$ cat src/design/tfps_pkg.sv
// Package for the four-peak selector: payload structs, the tagged item that
// passes from the front end to the slot engine, and shared constants.
// No dependencies.
package tfps_pkg;

  localparam int ITEMS_PER_EVENT_DEF = 36;
  localparam int KEPT_SLOTS          = 4;
  localparam int SLOT_W              = 2;
  localparam int QUEUE_DEPTH         = 4;
  localparam int Q_PTR_W             = 2;
  localparam int Q_CNT_W             = 3;

  typedef struct packed {
    logic [15:0] peak_energy;
    logic [23:0] coord_energy_sum;
    logic [5:0]  first_strip;
    logic [5:0]  strip_count;
  } in_item_t;

  typedef struct packed {
    logic [SLOT_W-1:0] slot_index;
    logic [15:0]       out_energy;
    logic [23:0]       out_coord_sum;
    logic [5:0]        out_first_strip;
    logic [5:0]        out_strip_count;
    logic              last_of_event;
  } out_item_t;

  // One kept peak.
  typedef struct packed {
    logic [15:0] energy;
    logic [23:0] coord_sum;
    logic [5:0]  first_strip;
    logic [5:0]  strip_count;
  } slot_t;

  // Item as classified by the front end.
  typedef struct packed {
    in_item_t          data;
    logic              fill;
    logic [SLOT_W-1:0] fill_slot;
    logic              last;
  } tag_item_t;

endpackage

$ cat src/design/tfps_front.sv
// Front end of the four-peak selector: counts items within an event and
// tags each one as fill, compare or last. Depends on tfps_pkg.
module tfps_front #(
  parameter int ITEMS_PER_EVENT = tfps_pkg::ITEMS_PER_EVENT_DEF
) (
  input  logic                clk,
  input  logic                rst_n,
  input  logic                take,
  input  tfps_pkg::in_item_t  in_data,
  output tfps_pkg::tag_item_t tag_item
);
  import tfps_pkg::*;

  localparam int CNT_W = (ITEMS_PER_EVENT > 1) ? $clog2(ITEMS_PER_EVENT) : 1;
  localparam logic [CNT_W-1:0] LAST_POS = CNT_W'(ITEMS_PER_EVENT - 1);

  logic [CNT_W-1:0] item_cnt_r, item_cnt_nxt;
  logic             is_last;

  assign is_last = (item_cnt_r == LAST_POS);

  always_comb begin
    item_cnt_nxt = item_cnt_r;
    if (take) begin
      item_cnt_nxt = is_last ? '0 : item_cnt_r + 1'b1;
    end
  end

  always_ff @(posedge clk) begin
    if (!rst_n) begin
      item_cnt_r <= '0;
    end else begin
      item_cnt_r <= item_cnt_nxt;
    end
  end

  always_comb begin
    tag_item.data      = in_data;
    tag_item.fill      = (32'(item_cnt_r) < KEPT_SLOTS);
    tag_item.fill_slot = item_cnt_r[SLOT_W-1:0];
    tag_item.last      = is_last;
  end

endmodule

$ cat src/design/tfps_queue.sv
// Short queue of tagged items between the front end and the slot engine.
// Depends on tfps_pkg.
module tfps_queue (
  input  logic                clk,
  input  logic                rst_n,
  input  logic                wr_en,
  input  tfps_pkg::tag_item_t wr_item,
  output logic                full,
  output logic                rd_valid,
  input  logic                rd_en,
  output tfps_pkg::tag_item_t rd_item
);
  import tfps_pkg::*;

  tag_item_t            entry_r [QUEUE_DEPTH];
  logic [Q_PTR_W-1:0]   wr_ptr_r, rd_ptr_r;
  logic [Q_CNT_W-1:0]   count_r, count_nxt;
  logic                 do_wr, do_rd;

  assign full     = (count_r == Q_CNT_W'(QUEUE_DEPTH));
  assign rd_valid = (count_r != '0);
  assign rd_item  = entry_r[rd_ptr_r];
  assign do_wr    = wr_en && !full;
  assign do_rd    = rd_en && rd_valid;

  always_comb begin
    count_nxt = count_r;
    if (do_wr && !do_rd) begin
      count_nxt = count_r + 1'b1;
    end else if (do_rd && !do_wr) begin
      count_nxt = count_r - 1'b1;
    end
  end

  always_ff @(posedge clk) begin
    if (!rst_n) begin
      wr_ptr_r <= '0;
      rd_ptr_r <= '0;
      count_r  <= '0;
    end else begin
      if (do_wr) begin
        wr_ptr_r <= wr_ptr_r + 1'b1;
      end
      if (do_rd) begin
        rd_ptr_r <= rd_ptr_r + 1'b1;
      end
      count_r <= count_nxt;
    end
  end

  always_ff @(posedge clk) begin
    if (do_wr) begin
      entry_r[wr_ptr_r] <= wr_item;
    end
  end

endmodule

$ cat src/design/tfps_back.sv
// Slot engine of the four-peak selector: keeps the four slots, replaces the
// weakest one, snapshots the slots at event end and drains them as results.
// Depends on tfps_pkg.
module tfps_back (
  input  logic                clk,
  input  logic                rst_n,
  input  logic                q_valid,
  input  tfps_pkg::tag_item_t q_item,
  output logic                q_pop,
  output tfps_pkg::out_item_t out_data,
  output logic                empty,
  input  logic                pop
);
  import tfps_pkg::*;

  localparam logic [SLOT_W-1:0] LAST_SLOT = SLOT_W'(KEPT_SLOTS - 1);

  slot_t             slot_r [KEPT_SLOTS];
  slot_t             slot_nxt [KEPT_SLOTS];
  slot_t             snap_r [KEPT_SLOTS];
  slot_t             new_slot;
  logic              drain_r;
  logic [SLOT_W-1:0] idx_r;
  logic              out_take, drain_free, take;
  logic [SLOT_W-1:0] min_lo, min_hi, min_idx, wr_idx;
  logic              wr_en;

  assign empty      = !drain_r;
  assign out_take   = pop && drain_r;
  assign drain_free = !drain_r || (out_take && (idx_r == LAST_SLOT));
  assign take       = q_valid && (!q_item.last || drain_free);
  assign q_pop      = take;

  // Minimum search, strict compare so ties keep the lower index.
  always_comb begin
    min_lo  = (slot_r[1].energy < slot_r[0].energy) ? SLOT_W'(1) : SLOT_W'(0);
    min_hi  = (slot_r[3].energy < slot_r[2].energy) ? SLOT_W'(3) : SLOT_W'(2);
    min_idx = (slot_r[min_hi].energy < slot_r[min_lo].energy) ? min_hi : min_lo;
  end

  always_comb begin
    new_slot.energy      = q_item.data.peak_energy;
    new_slot.coord_sum   = q_item.data.coord_energy_sum;
    new_slot.first_strip = q_item.data.first_strip;
    new_slot.strip_count = q_item.data.strip_count;
    if (q_item.fill) begin
      wr_idx = q_item.fill_slot;
      wr_en  = take;
    end else begin
      wr_idx = min_idx;
      wr_en  = take && (slot_r[min_idx].energy < q_item.data.peak_energy);
    end
    for (int i = 0; i < KEPT_SLOTS; i++) begin
      slot_nxt[i] = (wr_en && (wr_idx == SLOT_W'(i))) ? new_slot : slot_r[i];
    end
  end

  always_ff @(posedge clk) begin
    for (int i = 0; i < KEPT_SLOTS; i++) begin
      slot_r[i] <= slot_nxt[i];
    end
    if (take && q_item.last) begin
      for (int i = 0; i < KEPT_SLOTS; i++) begin
        snap_r[i] <= slot_nxt[i];
      end
    end
  end

  always_ff @(posedge clk) begin
    if (!rst_n) begin
      drain_r <= 1'b0;
      idx_r   <= '0;
    end else if (take && q_item.last) begin
      drain_r <= 1'b1;
      idx_r   <= '0;
    end else if (out_take) begin
      if (idx_r == LAST_SLOT) begin
        drain_r <= 1'b0;
      end
      idx_r <= idx_r + 1'b1;
    end
  end

  always_comb begin
    out_data.slot_index      = idx_r;
    out_data.out_energy      = snap_r[idx_r].energy;
    out_data.out_coord_sum   = snap_r[idx_r].coord_sum;
    out_data.out_first_strip = snap_r[idx_r].first_strip;
    out_data.out_strip_count = snap_r[idx_r].strip_count;
    out_data.last_of_event   = (idx_r == LAST_SLOT);
  end

endmodule

$ cat src/design/top_four_peak_select.sv
// Top level of the four-peak selector: front end, item queue and slot engine.
// Depends on tfps_pkg, tfps_front, tfps_queue and tfps_back.
//
//  channel   ports                      moves
//  input     push, full, in_data        one candidate peak per transaction
//  result    empty, pop, out_data       one kept slot per transaction
//
// Takes one candidate per cycle while full is low; the slot engine compares and
// replaces as it pops each item, so sustained rate is one item per clock unless it stalls.
// A candidate reaches the slots by way of the queue: the tagged item is written
// to the queue, then read by the engine and written into a slot register.
// At the end of an event the four slots are copied into a drain buffer and
// offered over four transactions; the engine keeps working on the next event.
// The engine stalls only when a new event ends while the previous drain has
// not been popped out; the four-entry queue then fills and full rises.
// Reset (rst_n low, synchronous) clears the item count, queue and drain.
module top_four_peak_select #(
  parameter int ITEMS_PER_EVENT = tfps_pkg::ITEMS_PER_EVENT_DEF
) (
  input  logic                clk,
  input  logic                rst_n,
  input  logic                push,
  output logic                full,
  input  tfps_pkg::in_item_t  in_data,
  output logic                empty,
  input  logic                pop,
  output tfps_pkg::out_item_t out_data
);
  import tfps_pkg::*;

  tag_item_t tag_item, q_item;
  logic      take, q_valid, q_pop;

  // Accept a transaction only while the queue has room.
  assign take = push && !full;

  tfps_front #(
    .ITEMS_PER_EVENT(ITEMS_PER_EVENT)
  ) u_front (
    .clk      (clk),
    .rst_n    (rst_n),
    .take     (take),
    .in_data  (in_data),
    .tag_item (tag_item)
  );

  tfps_queue u_queue (
    .clk      (clk),
    .rst_n    (rst_n),
    .wr_en    (take),
    .wr_item  (tag_item),
    .full     (full),
    .rd_valid (q_valid),
    .rd_en    (q_pop),
    .rd_item  (q_item)
  );

  tfps_back u_back (
    .clk      (clk),
    .rst_n    (rst_n),
    .q_valid  (q_valid),
    .q_item   (q_item),
    .q_pop    (q_pop),
    .out_data (out_data),
    .empty    (empty),
    .pop      (pop)
  );

endmodule

$ cat config.mk
export PLATFORM = sky130hd
export DESIGN_NAME = top_four_peak_select
export DESIGN_NICKNAME = d
export VERILOG_FILES = /design/src/design/tfps_pkg.sv /design/src/design/tfps_front.sv /design/src/design/tfps_queue.sv /design/src/design/tfps_back.sv /design/src/design/top_four_peak_select.sv
export SDC_FILE = /design/constraint.sdc
export NUM_CORES = 1
export LEC_CHECK = 0
export BUFFER_PORTS_ARGS = -buffer_cell sky130_fd_sc_hd__buf_4
export CORE_MARGIN = 5
export CORE_UTILIZATION = 35
export CTS_CLUSTER_SIZE = 14
export DETAILED_ROUTE_END_ITERATION = 16
export GPL_ROUTABILITY_DRIVEN = 0
export RECOVER_POWER = 25
export SLEW_MARGIN = 20
export SYNTH_ARGS = -nofsm -noshare
export SYNTH_HDL_FRONTEND = slang
export SYNTH_SLANG_ARGS = --single-unit
export TNS_END_PERCENT = 50
$ cat constraint.sdc
create_clock -name clk -period 13.6 [get_ports clk]
set_input_delay 1.36 -clock clk [delete_from_list [all_inputs] [get_ports clk]]
set_output_delay 1.36 -clock clk [all_outputs]
set_load 0.01 [all_outputs]
# After elaboration in Yosys (flattened, before gate mapping)
# Memory sizes are Yosys's and may differ from the RTL's. A register that Yosys moved wholly into a read port is not among the register bits.
# Index checks and enable logic that the tools add are counted.
dict set report word_totals {
  register_bits 16
  mem_bits_ro 0
  n_memories 3
  ram_bits 640
  latch_bits 0
}
dict set report op_classes {
  bitwise 1
  add_sub_neg 6
  div 0
  muxes 23
  mul 0
  n_lt_le_gt_ge 5
  n_eq_ne 6
  reduce_logical 28
  shifts 0
}
# memory depth width rd rd_clocked_by_memory_dff write_ports line
set memory_table {}
lappend memory_table {u_queue.entry_r 4 56 1 1 1 tfps_queue.sv:15} ;# tag_item_t entry_r [QUEUE_DEPTH];
lappend memory_table {u_back.slot_r 4 52 7 0 4 tfps_back.sv:18} ;# slot_t slot_r [KEPT_SLOTS];
lappend memory_table {u_back.snap_r 4 52 1 1 4 tfps_back.sv:20} ;# slot_t snap_r [KEPT_SLOTS];
# operator count
set ops {}
lappend ops {{2-to-1 mux 52 bit} 4}
lappend ops {{less-than comparator 16 bit} 4}
lappend ops {{logical AND 1 bit} 14}
lappend ops {{2-to-1 mux 2 bit} 6}
lappend ops {{2-to-1 mux 1 bit} 10}
lappend ops {{adder 2 x 1 -> 2 bit (second input constant)} 3}
lappend ops {{adder 6 x 1 -> 6 bit (second input constant)} 1}
lappend ops {{equality test 2 bit (second input constant)} 3}
lappend ops {{equality test 6 bit (second input constant)} 1}
lappend ops {{less-than comparator 6 x 3 -> 1 bit (second input constant)} 1}
lappend ops {{2-to-1 mux 3 bit} 2}
lappend ops {{2-to-1 mux 6 bit} 1}
lappend ops {{nonzero test 2 bit} 3}
lappend ops {{logical NOT 1 bit} 5}
lappend ops {{adder 3 x 1 -> 3 bit (second input constant)} 1}
lappend ops {{equality test 3 bit (second input constant)} 1}
lappend ops {{nonzero test 3 bit} 1}
lappend ops {{subtractor 3 x 1 -> 3 bit (second input constant)} 1}
lappend ops {{equality test 2 x 1 -> 1 bit (second input constant)} 1}
lappend ops {{logical NOT 2 bit} 1}
lappend ops {{logical OR 1 bit} 2}
lappend ops {{AND reduction 2 bit} 1}
lappend ops {{OR reduction 2 bit} 1}
lappend ops {{NOT 1 bit} 1}

# Depth between registers and ports, before layout
# Gate-level depths: netlist (run 1).
# An unclocked memory read counts as a cell.
dict set report depth {
  depth_word 12
  depth_mapped 27
  mapped_depth_nobuf 24
}

# Cells and area by module
# From an unflattened synthesis (run 1), not the netlist that was laid out.
dict set report unflattened {
  hier_cells 1489
  area_unflattened_um2 25877.3
}
# module instances area_per_inst_um2 cells_per_inst
set by_module_without_submodules {}
lappend by_module_without_submodules {tfps_back 1 16555.9 1061}
lappend by_module_without_submodules {tfps_queue 1 8599.5 340}
lappend by_module_without_submodules {tfps_front 1 708.2 87}
lappend by_module_without_submodules {top_four_peak_select 1 13.8 1}

# Least setup slack after synthesis (run 1)
# No wires, ideal clock.
dict set report synth_timing {
  path_type {input -> register}
  start {input port pop}
  end {register with a tool-made name}
  t_arrival_ps 6977
  setup_time_ps 127
  cell_stages 6
  path_slack_ps 6496
  required_ps 13473
  path_cell_list {a21oi_1 -> nand2_1 -> o31a_1 -> and2_1 -> nand2b_1 -> a21oi_1}
}
# element line
set synth_lines {}
lappend synth_lines {{from (decl)} top_four_peak_select.sv:26} ;# input logic pop,

==> summary.md, run 1 <==
| Metric | Value |
|---|---|
| Status | complete, but fails checks |
| Failing checks | capacitance limit, slew limit |
| Worst Setup End Kind | flop |
| Final Max Tran Viols | 57 |
| FF+latch count, synth | 660 |
| Measured slew at the worst slew-check pin | around 5.2 ns |
| Peak supply drop | roughly 0.16 mV |
| Worst hold path class | flop to flop |
| DP Area | between 20000 and 30000 um^2 |
| Setup violators final | 0 |
| Die ar. | between 70000 and 80000 um^2 |
| Setup TNS | 0 ns |
| Cell Area, Synth | between 20000 and 30000 um^2 |
| Distinct cells, synth | 55 |
| Post-DRT Antenna Nets | 0 |
| Slowest CP cell | a2bb2oi_4 |
| Most common cell after layout, fill and taps aside | edfxtp_1 |
| Maximum fanout along the worst path | 32 |
| Synthesized instance count | roughly 1400 |
| Seq/Total Area, Yosys | a little over two thirds |
| Critical path arrival | 9.45 ns |
| Final Cycle Share | roughly two thirds |
| DRC | 0 |
| Vias/cell | ~4.9 |
| Cts-stage hold buffer count | 0 |
| Tightest slew margin relative to the limit | -248% |
| Crit start category | flop |
| First-pass GRT wire length | a little over 80000 um |
| RSZ-0062 raised after global routing | no |
| EDFF count, synth | roughly 430 |
| CTS root buf | clkbuf_16 |
| Minimum clock period | around 9.1 ns |
| WL per Instance | 20.8 um |
| Initial antenna violation count | 3 |
| Inserted Clock Buffers | 68 |
| Syn Area/Cell | 18.1 um^2 |
| Drt first pass iters | 8 |
| Top cells by area, synth | edfxtp_1 51%, dfxtp_1 18%, mux4_2 9.6% |
| Row Count | slightly below 100 |
| Ports | 113 |
| Share of post-route cells with drive strength above 1 | between 30% and 40% |
| Cell taking the most area after synthesis | edfxtp_1 |
| Net Count, Synth | ~1500 |
| Routed wire length | around 53000 um |
| Largest net degree at the start of global routing | 153 |
| Area share of the largest cell type after synthesis | about half |
| Worst path max stage delay | between 0.7 and 0.8 ns |
| Clk_skew | 0.0248 ns |
| CTS tree | done |
| Post-synth ARST share | 0% |
| Max H-tree Level | 3 |
| Clk buf depth | 3 |
| Final #Nets | approximately 1700 |
| Main flop type after synthesis | edfxtp_1 |
| Clock Latency Late Sink | 0.60 ns |
| Leak | between 10 and 15 nW |
| GR Overflow Total | 0 |
| Port Buffers | about 110 |
| YS warnings | 0 |
| DIE HEIGHT | between 200 and 300 um |
| Pwr dens | between 200 and 300 nW/um^2 |
| Commonest non-fill, non-tap cells in the layout | 432 x edfxtp_1, 224 x dfxtp_1, 190 x mux2_2 |
| Reg clk slew, reported paths | ~0.070 ns |
| Post-CTS setup buffer count | 0 |
| Required time worst endpoint | ~14 ns |
| Via count | around 13000 |
| Initial Utilization | between 30% and 40% |
| GRT Overall Usage | between 10 and 15% |
| DP HPWL | between 30000 and 40000 um |
| Vias in the first global route | 13600 |
| Total of max-cap violations | 1 |
| Core ar. | around 71000 um^2 |
| Peak Freq | around 0.11 GHz |
| WS Path Type | flop to flop |
| Post-cts sizing count | 0 |
| # clock sinks | 660 |
| Layout Area Growth over Synthesis | 15.5% |
| DRT iter0 DRCs | between 600 and 700 |
| Fin. Hold Viols | 0 |
| Die width | around 280 um |
| Final core utilization | roughly two fifths |
| Fin area | about 30000 um^2 |
==> synthesized netlist by cell type (4+ instances only) <==
cell and instances:
buf_6 5, edfxtp_1 432, nor2_1 29, xnor2_1 5, mux2i_1 48, inv_1 56, a21oi_1 42, nand4_1 7
mux2_2 190, and2_1 10, mux4_2 108, nand3_1 7, o21a_1 9, nand2_1 24, o21ai_0 15, dfxtp_1 228
nor2b_1 5, buf_2 18, clkbuf_1 17, a211oi_1 5, ha_1 67, nor4_1 4, buf_1 6, buf_4 5
xor2_1 5, o211ai_1 7, a21o_1 5
==> logic make-up after synthesis <==
| logic type | count (synthesis) | synth area share (%) |
|---|---|---|
| DFF | 660 | 69.5 |
| AOI/OAI and AO/OA | 102 | 2.71 |
| xor gates and xnor gates | 10 | 0.347 |
| and+or+nand+nor | 102 | 2.03 |
| buffers and inverters | 107 | 1.90 |
| muxes | 349 | 20.1 |
| adders and majority gates | 68 | 3.40 |
==> layout make-up <==
class,instances,area [um^2]
fillers,6354,42300
flip-flops and latches,660,17500
multi-input cells,631,7280
clock buffers,103,1970
well taps,950,1190
repair buffers,128,787
inverters,56,210
clock inverters,21,173
diodes,2,5.00
==> per-layer routing <==
metal,global-route usage (%),wire length (um)
met2,22.7,26000
met5,0,12
met1,18.2,23900
met4,3.98,940
met3,2.73,2190
==> worst paths after layout <==
path / from / to / slack, ns / cells past startpoint
worst max-delay path: u_back.slot_r[2][37] / u_back.snap_r[2][34] / 4.49 / 26
worst min-delay path: u_back.slot_r[2][24] / u_back.slot_r[2][24] / 0.46 / 1
worst max register to register: u_back.slot_r[2][37] / u_back.snap_r[2][34] / 4.49 / 26
worst min register to register: u_back.slot_r[2][24] / u_back.slot_r[2][24] / 0.46 / 1
==> critical path: cells and delay by family, from the launching register on <==
| kind | cells | cell delay (ns) |
|---|---|---|
| adder cells (fa/ha/maj) | 3 | 0.93 |
| buffers and inverters | 4 | 1.33 |
| AND/OR/NAND/NOR | 3 | 0.99 |
| multiplexers | 2 | 0.78 |
| AO/OA/AOI/OAI | 14 | 4.46 |
| flip-flops | 1 | 0.32 |
==> through the flow <==
step / hold WS, ns / std cells / worst slack [ns] / power, W
after floorplan: 0.429 / 1398 / 6.50 / 0.00584
after global placement: 0.437 / 2424 / 4.32 / 0.00677
after detailed placement: 0.445 / 2424 / 4.17 / 0.00688
after CTS: 0.458 / 2548 / 4.12 / 0.00868
after global routing: 0.481 / 2549 / 3.84 / 0.00913
final: 0.457 / 2551 / 4.49 / 0.00856
==> flip-flops by register name, indices dropped and copies added (netlist names), named ones only <==
signal / flops
u_back.slot_r: 208
u_back.drain_r: 1
u_queue.rd_ptr_r: 2
u_queue.wr_ptr_r: 2
u_back.idx_r: 2
u_back.snap_r: 208
u_queue.entry_r: 224
u_queue.count_r: 3
u_front.item_cnt_r: 6
==> report_power, final <==
group	total (W)	switching, W	internal (W)
clock	0.00177	0.000741	0.00103
sequential	0.00342	0.000259	0.00316
combinational	0.00337	0.00185	0.00153
total	0.00856	0.00285	0.00571
Note: power is estimated with default switching activity, not from simulation.
==> run 2, diff against run 1 <==
==> constraint.sdc (replaced) <==
create_clock -name clk -period 8.3 [get_ports clk]
set_input_delay 0.83 -clock clk [delete_from_list [all_inputs] [get_ports clk]]
set_output_delay 0.83 -clock clk [all_outputs]
set_load 0.01 [all_outputs]
==> run 2 against run 1 <==
Effect of this change:
- the run still ends with capacitance limit, slew limit left
- via count grew 0.57%
- first-iteration DRC count grew 16%
- sequential cell count is the same
- critical path type unchanged
==> summary.md, run 2 (synthesis results as in run 1) <==
| Metric | Value |
|---|---|
| Status | complete, but fails checks |
| Failing checks | capacitance limit, slew limit |
| Final Max Tran Viols | between 100 and 150 |
| Initial Utilization | a little over a third |
| Clock Latency Late Sink | around 0.59 ns |
| Commonest non-fill, non-tap cells in the layout | 432 x edfxtp_1, 224 x dfxtp_1, 190 x mux2_2 |
| Reg-to-reg endpoint | u_back.snap_r[1][44] |
| GRT Overall Usage | between 10% and 20% |
| Worst Setup End Kind | flop |
| Setup TNS | 0 ns |
| Required time worst endpoint | between 8 and 9 ns |
| Inserted Clock Buffers | approximately 70 |
| Cts-stage hold buffer count | 0 |
| Total of max-cap violations | 3 |
| Net Sw Frac | 32.7% |
| Row Count | 98 |
| Hold_sp | u_back.slot_r[2][24] |
| Final Cycle Share | about 90% |
| Reg with most FFs | u_queue.entry_r |
| Post-CTS setup buffer count | 0 |
| Maximum fanout along the worst path | 32 |
| Crit start category | flop |
| Peak supply drop | roughly 0.28 mV |
| Post-DRT Antenna Nets | 0 |
| DP HPWL | ~34000 um |
| Initial antenna violation count | 2 |
| Fin area | around 29000 um^2 |
| Hold EP | u_back.slot_r[2][24] |
| Biggest regs | u_queue.entry_r x224, u_back.slot_r x208, u_back.snap_r x208 |
| Place WS | between 0.6 and 0.7 ns |
| Peak Freq | 0.131 GHz |
| Reg2reg start | u_back.slot_r[2][49] |
| Minimum clock period | roughly 7.7 ns |
| CTS tree | done |
| Port Buffers | 112 |
| Leak | 10.4 nW |
| Vias in the first global route | 13600 |
| WS Path Type | flop to flop |
| Clk buf depth | 3 |
| Worst R2R Path Depth | 27 |
| Clk_skew | 0.0213 ns |
| P_sw | 0.00467 W |
| CTS root buf | clkbuf_16 |
| Post-cts sizing count | 0 |
| Die ar. | approximately 78000 um^2 |
| RSZ-0062 raised after global routing | no |
| WHS | around 0.46 ns |
| Die width | roughly 280 um |
| Measured slew at the worst slew-check pin | 4.47 ns |
| DIE HEIGHT | approximately 280 um |
| Max reg flops | ~220 |
| DRC | 0 |
| Largest net degree at the start of global routing | 79 |
| Via count | about 13000 |
| Pwr dens | a little under 500 nW/um^2 |
| Max H-tree Level | 3 |
| Core ar. | ~70000 um^2 |
| Fin. Hold Viols | 0 |
| Critical path arrival | ~8 ns |
| DRT iter0 DRCs | 801 |
| Vias/cell | 4.92 |
| Share of post-route cells with drive strength above 1 | a little under a third |
| Drt first pass iters | 5 |
| Reg clk slew, reported paths | approximately 0.050 ns |
| WL per Instance | ~21 um |
| Ports | about 110 |
| Share of power burned in registers | 39.1% |
| Final #Nets | around 1700 |
| Worst hold path class | flop to flop |
| Tightest slew margin relative to the limit | -198% |
| Final setup margin | roughly 0.64 ns |
| Clock power frac | between 20% and 30% |
| Most common cell after layout, fill and taps aside | edfxtp_1 |
| Pint | around 0.0096 W |
| Setup violators final | 0 |
| First-pass GRT wire length | between 80000 and 90000 um |
| R2R setup slack | 0.64 ns |
| GR Overflow Total | 0 |
| Gate power share | 39.3% |
| Layout Area Growth over Synthesis | 16.6% |
| # clock sinks | 660 |
| Hold Crit Depth | 1 |
| Routed wire length | 53500 um |
| DP Area | between 20000 and 30000 um^2 |
==> run 2: through the flow <==
stage / total power (W) / std cells / utilization [%]
floorplan: 0.00957 / 1398 / -
global placement: 0.0112 / 2437 / 38.2
detailed placement: 0.0114 / 2438 / 38.3
CTS: 0.0145 / 2565 / 41.5
global route: 0.0153 / 2565 / 41.2
finish: 0.0143 / 2566 / 41.2
==> run 2: power groups by stage <==
stage                     registers [W]  logic (W)  clock network (W)
after CTS                       0.00561    0.00575            0.00318
after detailed placement        0.00566    0.00573                  0
after global placement          0.00561    0.00557                  0
after floorplan                 0.00554    0.00403                  0
after global routing            0.00572    0.00622            0.00333
final                           0.00560    0.00563            0.00308
==> run 2: routing by layer <==
layer / global-route usage, % / up-vias / wire length, um / share of wire [%]
met5: 0 / - / 13 / 0.024
met2: 23.0 / 232 / 26400 / 49
li1: - / 5783 / - / -
met4: 3.80 / 2 / 829 / 1.5
met3: 2.62 / 51 / 2300 / 4.3
met1: 18.6 / 6557 / 24000 / 45
==> run 2: area by class of cell <==
cell class	instances	area, um^2
diodes	1	2.50
multi-input cells	631	7280
clock buffers	110	2120
inverters	56	210
well taps	950	1190
flip-flops and latches	660	17500
fillers	6329	42000
clock inverters	17	205
repair buffers	141	898
==> run 2: critical path, stage by stage (launching register included) <==
cell       delay (ns)
dfxtp_1          0.33
inv_1            0.06
ha_1             0.32
a21oi_1          0.20
o21a_1           0.22
o21ai_0          0.21
a21oi_1          0.45
buf_4            0.26
mux2_2           0.36
ha_1             0.31
a21oi_1          0.17
o211ai_1         0.14
or3b_2           0.48
a2111oi_1        0.31
buf_4            0.20
o21bai_2         0.12
nor2_1           0.13
a21oi_1          0.05
ha_1             0.32
a21o_1           0.18
a21o_1           0.17
a211oi_1         0.25
o31ai_1          0.15
or3_1            0.40
a211oi_4         0.45
o211ai_4         0.43
buf_12           0.36
mux2_2           0.31
==> run 2: worst max path at each step <==
stage,start,endpoint,slack (ns)
6_report,u_back.slot_r[2][49],u_back.snap_r[1][44],0.64
5_1_grt,u_back.slot_r[2][37],u_back.snap_r[1][48],0.26
4_1_cts,u_back.slot_r[2][49],u_back.snap_r[1][44],0.62
3_5_place_dp,u_back.slot_r[2][49],u_back.snap_r[1][12],0.63
3_3_place_gp,u_back.slot_r[2][49],u_back.snap_r[0][35],0.82
2_1_floorplan,u_back.slot_r[2][37],u_back.snap_r[3][10],1.26
==> run 3, diff against run 2 <==
--- a/config.mk
+++ b/config.mk
@@ -15,5 +15,6 @@
 export SLEW_MARGIN = 20
 export SYNTH_ARGS = -nofsm -noshare
 export SYNTH_HDL_FRONTEND = slang
+export SYNTH_HIERARCHICAL = 1
 export SYNTH_SLANG_ARGS = --single-unit
 export TNS_END_PERCENT = 50
==> run 3 against run 2 <==
Effect of this change:
- the run still ends with capacitance limit, slew limit left
- clock-buffer cell count down 20
- area after synthesis up 2.5%
- via count up 3.0%
==> summary.md, run 3 <==
| Metric | Value |
|---|---|
| Status | complete, but fails checks |
| Failing checks | capacitance limit, slew limit |
| Max H-tree Level | 3 |
| Die width | around 280 um |
| First-pass GRT wire length | about 84000 um |
| Final #Nets | roughly 1700 |
| WL per Instance | about 21 um |
| Die ar. | ~79000 um^2 |
| GR Overflow Total | 0 |
| Initial antenna violation count | 3 |
| DRT iter0 DRCs | 950 |
| Clk_skew | around 0.020 ns |
| Post-DRT Antenna Nets | 0 |
| Post-synth ARST share | 0% |
| Main flop type after synthesis | edfxtp_1 |
| Tightest slew margin relative to the limit | -194% |
| Critical path arrival | slightly above 8 ns |
| Measured slew at the worst slew-check pin | between 4 and 5 ns |
| Core ar. | around 73000 um^2 |
| Top cells by count, synth | 432 x edfxtp_1, 228 x dfxtp_1, 108 x mux4_2 |
| Post-CTS setup buffer count | 0 |
| Fin area | ~29000 um^2 |
| Total of max-cap violations | 3 |
| Commonest non-fill, non-tap cells in the layout | 432 x edfxtp_1, 224 x dfxtp_1, 108 x mux4_2 |
| GRT Overall Usage | between 10% and 20% |
| Hold Crit Depth | 1 |
| Final Cycle Share | 93.4% |
| # fillers | approximately 6600 |
| Cts-stage hold buffer count | 0 |
| YS warnings | 6 |
| Worst hold path class | flop to flop |
| Distinct cells, synth | 66 |
| Via count | approximately 13000 |
| EDFF count, synth | around 430 |
| DIE HEIGHT | 282 um |
| Layout Area Growth over Synthesis | 14.0% |
| Worst path max stage delay | ~0.65 ns |
| Final Max Tran Viols | around 150 |
| Setup TNS | 0 ns |
| Slowest CP cell | nor3_1 |
| Maximum fanout along the worst path | 16 |
| Max reg flops | 224 |
| Vias in the first global route | approximately 14000 |
| DP HPWL | about 34000 um |
| Clock Latency Late Sink | roughly 0.61 ns |
| Fin. Hold Viols | 0 |
| Net Count, Synth | between 1500 and 2000 |
| Antenna Cells | 0 |
| Row Count | 99 |
| Reg with most FFs | u_queue/entry_r |
| Ports | between 100 and 150 |
| Most common cell after layout, fill and taps aside | edfxtp_1 |
| Worst R2R Path Depth | 29 |
| CTS root buf | clkbuf_16 |
| RSZ-0062 raised after global routing | no |
| Reg clk slew, reported paths | ~0.060 ns |
| Required time worst endpoint | 8.63 ns |
| Crit start category | flop |
| Syn Area/Cell | between 15 and 20 um^2 |
| Routed wire length | roughly 55000 um |
| Port Buffers | 112 |
| Drt first pass iters | 5 |
| Cell Area, Synth | between 20000 and 30000 um^2 |
| Post-cts sizing count | 0 |
| Top cells by area, synth | edfxtp_1 50%, dfxtp_1 18%, mux4_2 9.4% |
| Worst Setup End Kind | flop |
| Synthesized instance count | approximately 1500 |
| DRC | 0 |
| Largest net degree at the start of global routing | 65 |
| Area share of the largest cell type after synthesis | between 50 and 60% |
| R2R setup slack | 0.55 ns |
| CTS tree | done |
| Vias/cell | ~5 |
| DP Area | between 20000 and 30000 um^2 |
| # clock sinks | 660 |
| WS Path Type | flop to flop |
| Buffer and inverter count on the worst path | 5 |
| Minimum clock period | a little under 8 ns |
| FF+latch count, synth | 660 |
| Cell repeated most along the worst path | buf_4 |
| Setup violators final | 0 |
| Peak Freq | between 0.1 and 0.15 GHz |
| Cell taking the most area after synthesis | edfxtp_1 |
| Worst path top cell family by delay | compound AO/OA/AOI/OAI gates |
| Share of post-route cells with drive strength above 1 | 25.4% |
| Initial Utilization | a little over a third |
| Seq/Total Area, Yosys | 67.8% |
| Biggest regs | u_queue/entry_r x224, u_back/slot_r x208, u_back/snap_r x208 |
| Inserted Clock Buffers | 70 |
| Worst path depth | 29 |
| Cell with the most instances after synthesis | edfxtp_1 |
| Clk buf depth | 3 |
-- run 3: cell types whose count changed in the layout (fill, tap and decap cells not counted), moves of 5 or more --
| cell | before | now |
|---|---|---|
| mux2_2 | 190 | 97 |
| mux2_1 | 3 | 81 |
| o21ai_0 | 15 | 31 |
| clkbuf_1 | 82 | 67 |
| clkinv_2 | 6 | 21 |
| nand2_1 | 24 | 39 |
| a21oi_1 | 42 | 36 |
| nand4_1 | 7 | 12 |
-- run 3: final cells by class --
cell class,count,area [um^2],area share (%)
clock buffer,90,1980,6.71
clock inverter,40,312,1.06
inverter,54,203,0.687
multi-input combinational,666,7360,25.0
sequential,660,17500,59.5
tap,959,1200,4.07
timing repair buffer,141,896,3.04
-- run 3: logic make-up after synthesis --
logic type	synth area share, %
DFF	67.8
buffers and inverters	3.81
adders and majority gates	3.32
muxes	19.0
and+or+nand+nor	2.66
AOI/OAI and AO/OA	3.16
xor gates and xnor gates	0.237
-- run 3: per-stage QoR --
stage | hold slack [ns] | instances | utilization, % | setup slack [ns]
floorplan | 0.435 | 1489 | - | 1.36
global placement | 0.440 | 2480 | 37.6 | 0.749
detailed placement | 0.452 | 2480 | 37.6 | 0.662
CTS | 0.388 | 2610 | 40.7 | 0.645
global route | 0.465 | 2610 | 40.4 | 0.0243
finish | 0.460 | 2610 | 40.4 | 0.547
-- run 3: per-layer routing --
metal  GRT usage, %  share of wire [%]
met1           19.0                 46
met2           22.7                 48
met3           2.67                4.2
met4           3.30                1.7
met5              0              0.013
-- run 3: worst paths after layout --
kind,to,start
worst max register to register,u_back/snap_r[3][20],u_back/slot_r[2][51]
worst min register to register,u_back/slot_r[2][13],u_back/slot_r[2][13]
worst max-delay path,u_back/snap_r[3][20],u_back/slot_r[2][51]
worst min-delay path,u_back/slot_r[2][13],u_back/slot_r[2][13]
Power of run 3 is left out: the tool's default activity adds up to more than one toggle a clock period on the data nets, which glitch-free logic cannot reach.
